==> src/hw/rtl/bvr_pkg.sv <==
// shared types, codes and helpers for the bit vector rank block
package bvr_pkg;

  localparam int unsigned POS_W      = 13;
  localparam int unsigned COUNT_W    = 13;
  localparam int unsigned WORD_SHIFT = 5;
  localparam int unsigned WORD_BITS  = 32;
  localparam int unsigned WIDX_W     = POS_W - WORD_SHIFT;
  localparam int unsigned POP_W      = 6;

  typedef enum logic [1:0] {
    ACT_WRITE = 2'd0,
    ACT_BUILD = 2'd1,
    ACT_RANK  = 2'd2,
    ACT_READ  = 2'd3
  } action_e;

  typedef enum logic [1:0] {
    STAT_OK        = 2'd0,
    STAT_NOT_BUILT = 2'd1,
    STAT_RANGE     = 2'd2
  } status_e;

  typedef enum logic [2:0] {
    ST_CLEAR,
    ST_IDLE,
    ST_ACCESS,
    ST_RANK,
    ST_SCAN,
    ST_DRAIN
  } ctl_state_e;

  typedef struct packed {
    logic load;
    logic clr_wr;
    logic scan_rd;
    logic access;
    logic rank_fin;
    logic build_fin;
  } ctl_cmd_t;

  typedef struct packed {
    logic idx_last;
    logic need_rank;
  } dp_sts_t;

  function automatic logic [POP_W-1:0] popcount32(input logic [WORD_BITS-1:0] x);
    logic [POP_W-1:0] n;
    n = '0;
    for (int i = 0; i < WORD_BITS; i++) begin
      n = n + POP_W'(x[i]);
    end
    return n;
  endfunction

endpackage

==> src/hw/rtl/bvr_ctrl.sv <==
// controller state machine for the bit vector rank block
module bvr_ctrl (
  input  logic              clk_i,
  input  logic              rst_ni,
  input  logic              start,
  input  logic [1:0]        action_i,
  input  bvr_pkg::dp_sts_t  sts_i,
  output bvr_pkg::ctl_cmd_t cmd_o,
  output logic              busy
);
  import bvr_pkg::*;

  ctl_state_e state_q, state_d;

  always_ff @(posedge clk_i or negedge rst_ni) begin
    if (!rst_ni) begin
      state_q <= ST_CLEAR;
    end else begin
      state_q <= state_d;
    end
  end

  always_comb begin
    state_d = state_q;
    cmd_o   = '0;
    busy    = 1'b1;
    unique case (state_q)
      ST_CLEAR: begin
        cmd_o.clr_wr = 1'b1;
        if (sts_i.idx_last) begin
          state_d = ST_IDLE;
        end
      end
      ST_IDLE: begin
        busy = 1'b0;
        if (start) begin
          cmd_o.load = 1'b1;
          if (action_e'(action_i) == ACT_BUILD) begin
            state_d = ST_SCAN;
          end else begin
            state_d = ST_ACCESS;
          end
        end
      end
      ST_ACCESS: begin
        cmd_o.access = 1'b1;
        if (sts_i.need_rank) begin
          state_d = ST_RANK;
        end else begin
          state_d = ST_IDLE;
        end
      end
      ST_RANK: begin
        cmd_o.rank_fin = 1'b1;
        state_d        = ST_IDLE;
      end
      ST_SCAN: begin
        cmd_o.scan_rd = 1'b1;
        if (sts_i.idx_last) begin
          state_d = ST_DRAIN;
        end
      end
      ST_DRAIN: begin
        cmd_o.build_fin = 1'b1;
        state_d         = ST_IDLE;
      end
      default: begin
        state_d = ST_IDLE;
      end
    endcase
  end

endmodule

==> config.mk <==
export PLATFORM = sky130hd
export DESIGN_NAME = bvr_ctrl
export DESIGN_NICKNAME = d
export VERILOG_FILES = /design/src/hw/rtl/bvr_pkg.sv /design/src/hw/rtl/bvr_ctrl.sv
export SDC_FILE = /design/constraint.sdc
export NUM_CORES = 1
export LEC_CHECK = 0
export BUFFER_PORTS_ARGS = -buffer_cell sky130_fd_sc_hd__buf_2
export CORE_AREA = 4 4 41 43
export DETAILED_ROUTE_END_ITERATION = 12
export DIE_AREA = 0 0 45 47
export PLACE_DENSITY = 0.41
export SKIP_LAST_GASP = 1
export SLEW_MARGIN = 10
export SYNTH_ARGS = -nofsm -noshare
export SYNTH_HDL_FRONTEND = slang
export SYNTH_SLANG_ARGS = --single-unit
==> constraint.sdc <==
create_clock -name clk_i -period 1.1 [get_ports clk_i]
set_input_delay 0.11 -clock clk_i [delete_from_list [all_inputs] [get_ports clk_i]]
set_output_delay 0.11 -clock clk_i [all_outputs]
set_load 0.005 [all_outputs]
**Word level (Yosys, flattened, before mapping)**

Index checks and enable logic that the tools add are counted.

- Word-level logic and storage cells: 26
- Register bits after elaboration: 3
- Memories kept: 0
- Latch bits: 0
- Input port bits: 7
- ROM bits: 0
- Output and inout port bits: 7
- Bits in writable memories: 0

- Shifts and indexed selects: 0
- $mul: 0
- Mux-type cells: 14
- Reductions and logical operators: 2
- Order comparisons: 0
- Divide/modulo/power cells: 0
- Bitwise gates (word level): 0
- Add/sub/neg operators: 0
- Equality and inequality tests: 9

Operators by type and width:

| kind | count |
|---|---|
| 2-to-1 mux 3 bit | 4 |
| case mux 3 bit (4 select lines) | 1 |
| 2-to-1 mux 1 bit | 8 |
| equality test 3 x 2 -> 1 bit, second input constant | 2 |
| equality test 3 bit, second input constant | 2 |
| != test 2 bit, second input constant | 3 |
| equality test 3 x 1 -> 1 bit, second input constant | 1 |
| logical NOT 3 bit | 1 |
| AND reduction 3 bit | 1 |
| equality test 2 x 1 -> 1 bit, second input constant | 1 |
| 2-to-1 mux 2 bit | 1 |

**Depth between registers and ports, before layout**

Gate-level depths: netlist (run 1).

- Depth in word-level cells: 4
- Gate-level depth with buffers: 3
- Gate-level depth less buffers: 3

**Worst setup path after synthesis (run 1)**

OpenSTA, ideal clock, no wires.

- Path type: reg-to-reg
- Start point: register state_q[0]
- End point: register state_q[1]
- Path buffers: 0
- Period minus slack after synthesis: 1.007 ns
- Arrival time: 0.888 ns
- Required time: 0.981 ns
- Library setup time: 0.119 ns
- Cell stages (with the launch flop): 4
- Path slack: 0.093 ns
- Cell sequence: dfrtp_1 nor2b_4 a32o_1 o21a_1

- Longest elaborated chain between the ends: 3
- Elaborated cells between the ends (all ways): 9
- Those cells by class: eq/ne (6); mux (1); reduce/logical (2)

Ends and longest elaborated chain:

| element | line | text |
|---|---|---|
| start: declaration | bvr_ctrl.sv:13 | `ctl_state_e state_q, state_d;` |
| start signal: assignment | bvr_ctrl.sv:19 | `state_q <= state_d;` |
| equality test 3 bit (tied with other cells) | bvr_ctrl.sv:27 | `unique case (state_q)` |
| != test 2 bit (no line) | -- |  |
| AND reduction 3 bit (no line) | -- |  |

Several ways; a longest one is shown, not always the timed one.
A chain may end at the register's enable or synchronous reset.

**Final worst setup path (run 1)**

Ends and elaborated chain as after synthesis.

==> flow_summary_export.csv, run 1 <==
group,metric,value,unit
run_status,status,"finished with violations",
run_status,violations,"negative setup slack",
synth,async_flop_share,100,%
power_and_ir_drop,switchingPower,0.308,mW
clock_network,root_buffer,"clkbuf_4",
timing,fin_crit_sh,108,%
global_routing,grt_pass1_wl,903,um
layout,antennaDiodeCount,0,
placed_design,dp_cells,52,
clock_network,clock-sinks,3,
floorplan,initial_utilization,15.8,%
placed_design,dpl.hpwl,455,um
floorplan,num_rows,13,
timing,skew,0.00514,ns
layout,drive_gt1_share,60.5,%
placed_design,gp_congestion,0.682,
synth,synth_top_area_share,36.6,%
power_and_ir_drop,ir_drop,0.613,mV
drt,first_pass_iters,2,
placed_design,io_buffers,13,
timing,drv_slew,0,
setup_path,end_kind,"flop",
layout,postLayoutCoreUtil,27.2,%
drt,drt_first_iter_violations,5,
synth,synth_top_area_cell,"dfrtp_1",
drt,wl,580,um
timing,rsz0062_at_grt,"yes",
setup_path,path_class,"flop to flop",
floorplan,core,0.00130,mm^2
setup_path,crit_required,1.22,ns
layout,area_delta_synth_final,72.6,%
layout,finish.instance_area,354,um^2
placed_design,post-place-ws,0.0245,ns
timing,fin_tns_setup,-0.356,ns
timing,period_needed,1.19,ns
global_routing,grt_max_degree,8,
clock_network,cts_tree,"yes",
layout,reg.largest.list,"state_q x3",
timing,fmax,839,MHz
timing,setup_viol,8,
power_and_ir_drop,power,0.857,mW
drt,ant_nets,0,
setup_path,startpoint_type,"flop",
power_and_ir_drop,p_int,0.548,mW
power_and_ir_drop,p_leak,0.177,nW
layout,fin_cells,58,
synth,ys.warnings.count,0,
global_routing,grt.total_usage,6.95,%
floorplan,dieWidth,45,um
timing,timing.hold.ws,0.155,ns
placed_design,dpl_cell_area,297,um^2
power_and_ir_drop,comb_power_share,50.2,%
drt,wl_per_cell,10.0,um
clock_network,cts.clk_slew.worst_paths,0.04,ns
floorplan,io_pins,14,
clock_network,cts_buffers,3,
floorplan,die-area,0.00212,mm^2
power_and_ir_drop,clkPwrFrac,23.1,%
power_and_ir_drop,power_density,2420,mW/mm^2
power_and_ir_drop,pwr-share-seq,26.7,%
global_routing,grt.overflow.total,0,
power_and_ir_drop,switching_share,36.0,%
layout,regMostFlops,"state_q",
global_routing,grt_pass1_vias,248,
synth,ys_ff_latch,3,
timing,setup_slack,-0.0922,ns
setup_path,path_max_fanout,7,
global_routing,antenna_found_initial,0,
clock_network,cts_max_level,1,
worst_hold_path,hp-class,"input port to flop",
drt,vias,245,
setup_path,arrival,1.31,ns
drt,vias_per_cell,4.22,
drt,drc,0,
layout,largest_reg_flops,3,
synth,netlist_top_cells_count,"3 x a21oi_1, 3 x dfrtp_1, 2 x inv_1, 2 x nand2b_1, 2 x nor2_1",
synth,synth_edf_count,0,
synth,ys.flop_type,"dfrtp_1",
synth,ys_seq_area_share,36.6,%
layout,nets,51,
clock_network,clk_path_buf_depth,2,
timing,slew_headroom,89.5,%
floorplan,fp.dieH,47,um
synth,postSynthCellCount,23,
flow_run,timing.max_cap.violations,0,
synth,syn_area,205,um^2
synth,syn_area_per_cell,8.92,um^2
synth,yosysUniqueCellTypes,16,
timing,worst_pin_slew,0.157,ns
synth,ys_top_cells_by_area,"dfrtp_1 37%, a21oi_1 7.3%, nor2b_4 6.7%",
clock_network,insertion_delay,0.24,ns
synth,synth_fp_nets,30,
timing,finalHoldViolCount,0,
==> area by class of cell <==
type                       count  area, um^2
fill                         156         947
multi-input combinational     18         129
timing repair buffer          16        93.8
sequential                     3        78.8
clock buffer                   4        26.3
tap                           15        18.8
inverter                       2        7.51
==> worst paths after layout <==
check                      cells past startpoint  slack (ns)          to   startpoint
setup reg to reg                               4       -0.09  state_q[1]   state_q[0]
max in group asynchronous                      2        0.78  state_q[1]       rst_ni
min in group asynchronous                      2        0.20  state_q[0]       rst_ni
hold / removal                                 3        0.15  state_q[2]  action_i[1]
hold reg to reg                                2        0.58  state_q[2]   state_q[1]
setup / recovery                               4       -0.09  state_q[1]   state_q[0]
==> layer usage <==
layer / GRT usage [%] / share of wire, % / wire length (um) / vias up
met5: 0 / 0 / 0 / -
met4: 12.3 / 7.2 / 42 / 0
met3: 1.15 / 3.8 / 22 / 5
met2: 10.7 / 54 / 316 / 10
met1: 5.91 / 34 / 198 / 110
li1: - / - / - / 120
==> critical path: stages (launching register included) <==
cell,delay [ns]
dfrtp_2,0.44
nor2b_4,0.15
buf_4,0.14
a32o_1,0.23
o21a_1,0.11
==> what timing repair did <==
item                                    4_1_cts  5_1_grt
setup buffers                                 1        0
endpoints found under the setup margin        7       10
hold buffers                                  1        0
resized for setup                             4        3
cloned                                        0        0
endpoints found under the hold margin         3        0
pin swaps                                     2        1
==> cells in the final DEF (no fill, tap or decap) <==
| master | count |
|---|---|
| nor3b_1 | 1 |
| and3_1 | 1 |
| nor3_1 | 1 |
| dlygate4sd3_1 | 1 |
| a21oi_1 | 2 |
| inv_2 | 1 |
| buf_4 | 1 |
| clkbuf_4 | 3 |
| nor2_1 | 2 |
| buf_2 | 13 |
| clkbuf_1 | 1 |
| or2_1 | 1 |
| dfrtp_2 | 3 |
| and2_1 | 1 |
| nand4b_1 | 1 |
| nor3b_2 | 1 |
| a21oi_2 | 1 |
| inv_1 | 1 |
| nand2b_1 | 2 |
| o21a_1 | 1 |
| nand2_2 | 1 |
| buf_6 | 1 |
| a32o_1 | 1 |
| nor2b_4 | 1 |
==> logic make-up (layout without fill, tap and decap cells) <==
family,after synthesis,count (layout),share of synthesized area [%]
buf+inv,2,22,3.66
flops,3,3,36.6
simple gates,13,13,43.9
compound gates,5,5,15.9
==> power groups by stage <==
stage / combinational, mW / sequential (mW) / clock, mW
detailed placement: 0.380 / 0.215 / 0
global placement: 0.387 / 0.211 / 0
global route: 0.483 / 0.238 / 0.225
floorplan: 0.222 / 0.207 / 0
finish: 0.430 / 0.228 / 0.198
CTS: 0.424 / 0.225 / 0.204
Power figures use the tool's default switching activity.
==> run 2: changes to the inputs <==
--- a/config.mk
+++ b/config.mk
@@ -5,6 +5,7 @@
 export SDC_FILE = /design/constraint.sdc
 export NUM_CORES = 1
 export LEC_CHECK = 0
+export ABC_AREA = 1
 export BUFFER_PORTS_ARGS = -buffer_cell sky130_fd_sc_hd__buf_2
 export CORE_AREA = 4 4 41 43
 export DETAILED_ROUTE_END_ITERATION = 12
==> flow_summary_export.csv, run 2 <==
group,metric,value,unit
global_routing,grt_pass1_wl,1.00,mm
layout,layout_common_cells,"13 x buf_2, 6 x buf_4, 4 x nor2_1, 4 x nand2_1, 4 x inv_1",
drt,ant_nets,0,
timing,fin_crit_sh,110,%
drt,wl_per_cell,9.22,um
placed_design,gp_congestion,0.779,
floorplan,dieWidth,45,um
worst_hold_path,hp-class,"input port to flop",
drt,wl,673,um
floorplan,io_pins,14,
global_routing,antenna_found_initial,0,
flow_run,timing.max_cap.violations,0,
setup_path,crit_path_end,"cmd_o[2]",
synth,ys.flop_type,"dfrtp_1",
layout,reg.largest.list,"state_q x3",
synth,async_flop_share,100,%
layout,regMostFlops,"state_q",
synth,ys_top_cells_by_area,"dfrtp_1 36%, inv_1 11%, nand2_1 11%",
clock_network,clk_path_buf_depth,2,
layout,mostFrequentLayoutCell,"buf_2",
clock_network,root_buffer,"clkbuf_4",
timing,timing.hold.ws,0.141,ns
layout,largest_reg_flops,3,
setup_path,end_kind,"output pin",
global_routing,grt.overflow.total,0,
synth,postSynthCellCount,31,
timing,period_needed,1.21,ns
global_routing,grt.total_usage,7.36,%
layout,area_delta_synth_final,118,%
clock_network,insertion_delay,0.23,ns
layout,nets,66,
synth,synth_fp_nets,38,
setup_path,startpoint_type,"flop",
setup_path,crit_required,0.99,ns
timing,fmax,826,MHz
global_routing,grt_util_met2,10.5,%
timing,slew_headroom,89.5,%
setup_path,rr_worst_depth,6,
layout,postLayoutCoreUtil,35.0,%
timing,fin_tns_setup,-0.658,ns
run_status,violations,"negative setup slack",
clock_network,cts.clk_slew.worst_paths,0.04,ns
synth,yosysUniqueCellTypes,13,
floorplan,num_rows,13,
placed_design,io_buffers,13,
global_routing,busiest_layer,"met2",
placed_design,dpl.hpwl,506,um
setup_path,crit_start,"state_q[2]",
timing,drv_slew,0,
drt,first_pass_iters,3,
global_routing,use_met3,2.30,%
floorplan,core,0.00130,mm^2
global_routing,met1_usage,7.99,%
global_routing,grt_pass1_vias,263,
power_and_ir_drop,ir_drop,1.00,mV
power_and_ir_drop,p_leak,0.254,nW
floorplan,die-area,0.00212,mm^2
floorplan,initial_utilization,16.1,%
setup_path,arrival,1.10,ns
setup_path,reg2reg_to,"state_q[1]",
synth,synth_top_area_cell,"dfrtp_1",
timing,finalHoldViolCount,0,
synth,ys_seq_area_share,35.9,%
synth,syn_area,209,um^2
synth,syn_area_per_cell,6.74,um^2
drt,drc,0,
timing,setup_slack,-0.110,ns
setup_path,r2r-start,"state_q[2]",
run_status,status,"finished with violations",
power_and_ir_drop,power_density,2490,mW/mm^2
floorplan,fp.dieH,47,um
synth,synth_top_area_share,35.9,%
synth,ys.warnings.count,0,
synth,synth_edf_count,0,
synth,netlist_top_cells_count,"6 x inv_1, 6 x nand2_1, 5 x nor2_1",
timing,worst_pin_slew,0.155,ns
layout,drive_gt1_share,69.0,%
clock_network,cts_max_level,1,
timing,skew,0.00388,ns
global_routing,grt_max_degree,5,
layout,antennaDiodeCount,0,
clock_network,cts_tree,"yes",
clock_network,cts_buffers,3,
setup_path,regToRegSetupSlack,-0.05,ns
setup_path,path_class,"flop to output pin",
setup_path,path_max_fanout,3,
drt,drt_first_iter_violations,1,
clock_network,clock-sinks,3,
timing,rsz0062_at_grt,"yes",
synth,ys_ff_latch,3,
drt,vias_per_cell,3.92,
drt,vias,286,
timing,setup_viol,8,
run 2: through the flow:
step           power [mW]  instance area, um^2  setup WS, ns  instances
2_1_floorplan       0.437                  209        0.0836         31
3_3_place_gp        0.658                  315        0.0180         62
3_5_place_dp        0.657                  315        0.0209         62
4_1_cts             0.915                  372        -0.115         68
5_1_grt              1.23                  455        -0.196         73
6_report             1.13                  455        -0.110         73
run 2: what timing repair did:
action	4_1_cts	5_1_grt
buffers inserted	1	5
endpoints found under the setup margin	7	9
resized for setup	5	10
hold buffers	1	0
endpoints found under the hold margin	3	0
pin swaps	1	2
run 2: cell type report:
| cell class | count | area, um^2 |
|---|---|---|
| fillers | 146 | 846 |
| multi-input cells | 21 | 141 |
| inverters | 7 | 28.8 |
| well taps | 15 | 18.8 |
| flip-flops and latches | 3 | 77.6 |
| clock buffers | 4 | 26.3 |
| repair buffers | 23 | 163 |
run 2: layer usage:
layer	vias to the layer above	share of wire [%]
met5	-	0
met4	0	0
met3	0	6.8
met2	10	50
met1	126	43
li1	150	-
run 2: how the worst min path moves through the flow:
stage,from,endpoint,slack (ns),cells past startpoint
floorplan,rst_ni,state_q[0],-0.19,0
global placement,rst_ni,state_q[1],-0.09,1
detailed placement,rst_ni,state_q[1],-0.09,1
CTS,sts_i[1],state_q[0],0.14,3
global route,sts_i[1],state_q[2],0.14,3
finish,sts_i[1],state_q[2],0.14,3
run 2: worst max-delay path, cell delays in order (launching register included):
cell and delay, ns:
dfrtp_2 0.43, buf_12 0.14, nor3_4 0.16, buf_2 0.14
run 2: cell families after synthesis:
kind of cell | count (synthesis) | share of synthesized area, %
AOI/OAI and AO/OA | 1 | 2.39
DFF | 3 | 35.9
buffers and inverters | 7 | 12.6
and+or+nand+nor | 20 | 49.1
run 2: where the power goes:
| group | internal [mW] | switching, mW |
|---|---|---|
| clock network | 0.136 | 0.0592 |
| logic | 0.394 | 0.311 |
| registers | 0.161 | 0.0720 |
==> run 3: changes to the inputs <==
==> constraint.sdc (replaced) <==
create_clock -name clk_i -period 1.1 [get_ports clk_i]
set_input_delay 0.11 -clock clk_i [delete_from_list [all_inputs] [get_ports clk_i]]
set_output_delay 0.11 -clock clk_i [all_outputs]
set_load 0.05 [all_outputs]
==> flow_summary_export.csv, run 3 (synthesis gave the netlist of run 2 again) <==
group,metric,value,unit
drt,drc,0,
timing,period_needed,1.27,ns
clock_network,cts_buffers,3,
layout,layout_common_cells,"9 x buf_4, 8 x buf_6, 6 x buf_2",
run_status,violations,"negative setup slack",
clock_network,root_buffer,"clkbuf_4",
setup_path,end_kind,"output pin",
timing,worst_pin_slew,0.177,ns
layout,postLayoutCoreUtil,41.9,%
power_and_ir_drop,p_leak,0.279,nW
setup_path,path_max_fanout,3,
floorplan,die-area,0.00212,mm^2
worst_hold_path,hp-class,"input port to flop",
timing,setup_slack,-0.172,ns
drt,vias_per_cell,3.83,
floorplan,fp.dieH,47,um
global_routing,grt_max_degree,5,
floorplan,initial_utilization,16.1,%
layout,antennaDiodeCount,0,
setup_path,crit_required,0.99,ns
power_and_ir_drop,power_density,3190,mW/mm^2
timing,drv_slew,0,
setup_path,path_class,"flop to output pin",
layout,nets,69,
timing,setup_viol,8,
placed_design,gp_congestion,0.669,
timing,fin_crit_sh,116,%
run_status,status,"finished with violations",
timing,timing.hold.ws,0.155,ns
global_routing,grt.overflow.total,0,
clock_network,clock-sinks,3,
drt,wl,638,um
timing,rsz0062_at_grt,"yes",
drt,drt_first_iter_violations,2,
setup_path,arrival,1.16,ns
global_routing,grt_pass1_vias,302,
placed_design,io_buffers,13,
layout,largest_reg_flops,3,
drt,vias,291,
timing,slew_headroom,88.2,%
setup_path,startpoint_type,"flop",
layout,area_delta_synth_final,161,%
drt,first_pass_iters,2,
flow_run,timing.max_cap.violations,0,
clock_network,insertion_delay,0.23,ns
timing,finalHoldViolCount,0,
placed_design,dpl.hpwl,524,um
global_routing,grt.total_usage,8.08,%
floorplan,core,0.00130,mm^2
layout,regMostFlops,"state_q",
floorplan,num_rows,13,
clock_network,cts_max_level,1,
clock_network,cts_tree,"yes",
floorplan,io_pins,14,
power_and_ir_drop,ir_drop,1.74,mV
layout,drive_gt1_share,72.1,%
drt,ant_nets,0,
global_routing,grt_pass1_wl,1.21,mm
drt,wl_per_cell,8.39,um
timing,fmax,786,MHz
layout,reg.largest.list,"state_q x3",
layout,mostFrequentLayoutCell,"buf_4",
floorplan,dieWidth,45,um
clock_network,cts.clk_slew.worst_paths,0.04,ns
clock_network,clk_path_buf_depth,2,
global_routing,antenna_found_initial,0,
timing,skew,0.000806,ns
-- run 3: per-stage QoR --
step | cells | worst slack [ns] | area [um^2] | total power, mW | TNS, ns
global placement | 68 | -0.0270 | 420 | 1.29 | -0.0444
finish | 76 | -0.172 | 546 | 1.74 | -0.934
CTS | 74 | -0.182 | 504 | 1.63 | -1.13
floorplan | 31 | -0.211 | 256 | 0.918 | -0.836
global route | 76 | -0.243 | 546 | 1.89 | -1.71
detailed placement | 68 | -0.0261 | 420 | 1.29 | -0.0499
-- run 3: worst paths after layout --
kind	from	to	slack, ns	cells past startpoint
min in group asynchronous	rst_ni	state_q[1]	0.21	2
worst min-delay path	sts_i[1]	state_q[2]	0.15	3
worst min register to register	state_q[1]	state_q[2]	0.71	4
max in group asynchronous	rst_ni	state_q[2]	0.78	2
worst max-delay path	state_q[2]	cmd_o[2]	-0.17	3
worst max register to register	state_q[2]	state_q[1]	-0.05	6
-- run 3: critical path: stages (launching register included) --
cell	delay (ns)
dfrtp_2	0.42
buf_12	0.14
nor3_4	0.19
buf_6	0.18
-- run 3: cell type report --
class / count / area (um^2)
multi-input combinational: 21 / 164
fill: 141 / 756
clock buffer: 4 / 26.3
tap: 15 / 18.8
timing repair buffer: 26 / 233
inverter: 7 / 26.3
sequential: 3 / 77.6
-- run 3: power breakdown --
group / leakage [nW] / internal (mW) / switching [mW] / total [mW]
logic: 0.229 / 0.600 / 0.733 / 1.33
registers: 0.0348 / 0.161 / 0.0588 / 0.220
clock network: 0.0150 / 0.136 / 0.0536 / 0.189
-- run 3: repair_timing --
| action | CTS | global route |
|---|---|---|
| pin swaps | 1 | 3 |
| resized for setup | 13 | 10 |
| cloned | 0 | 0 |
| endpoints found under the hold margin | 3 | 0 |
| setup endpoints to repair | 8 | 10 |
| hold buffers | 1 | 0 |
| setup buffers | 1 | 2 |
-- run 3: metal layers --
| layer | vias to the layer above | global-route usage (%) | wire length [um] |
|---|---|---|---|
| li1 | 158 | - | - |
| met1 | 124 | 9.15 | 234 |
| met2 | 9 | 12.7 | 350 |
| met3 | 0 | 3.07 | 53 |
| met4 | 0 | 5.26 | 0 |
| met5 | - | 0 | 0 |
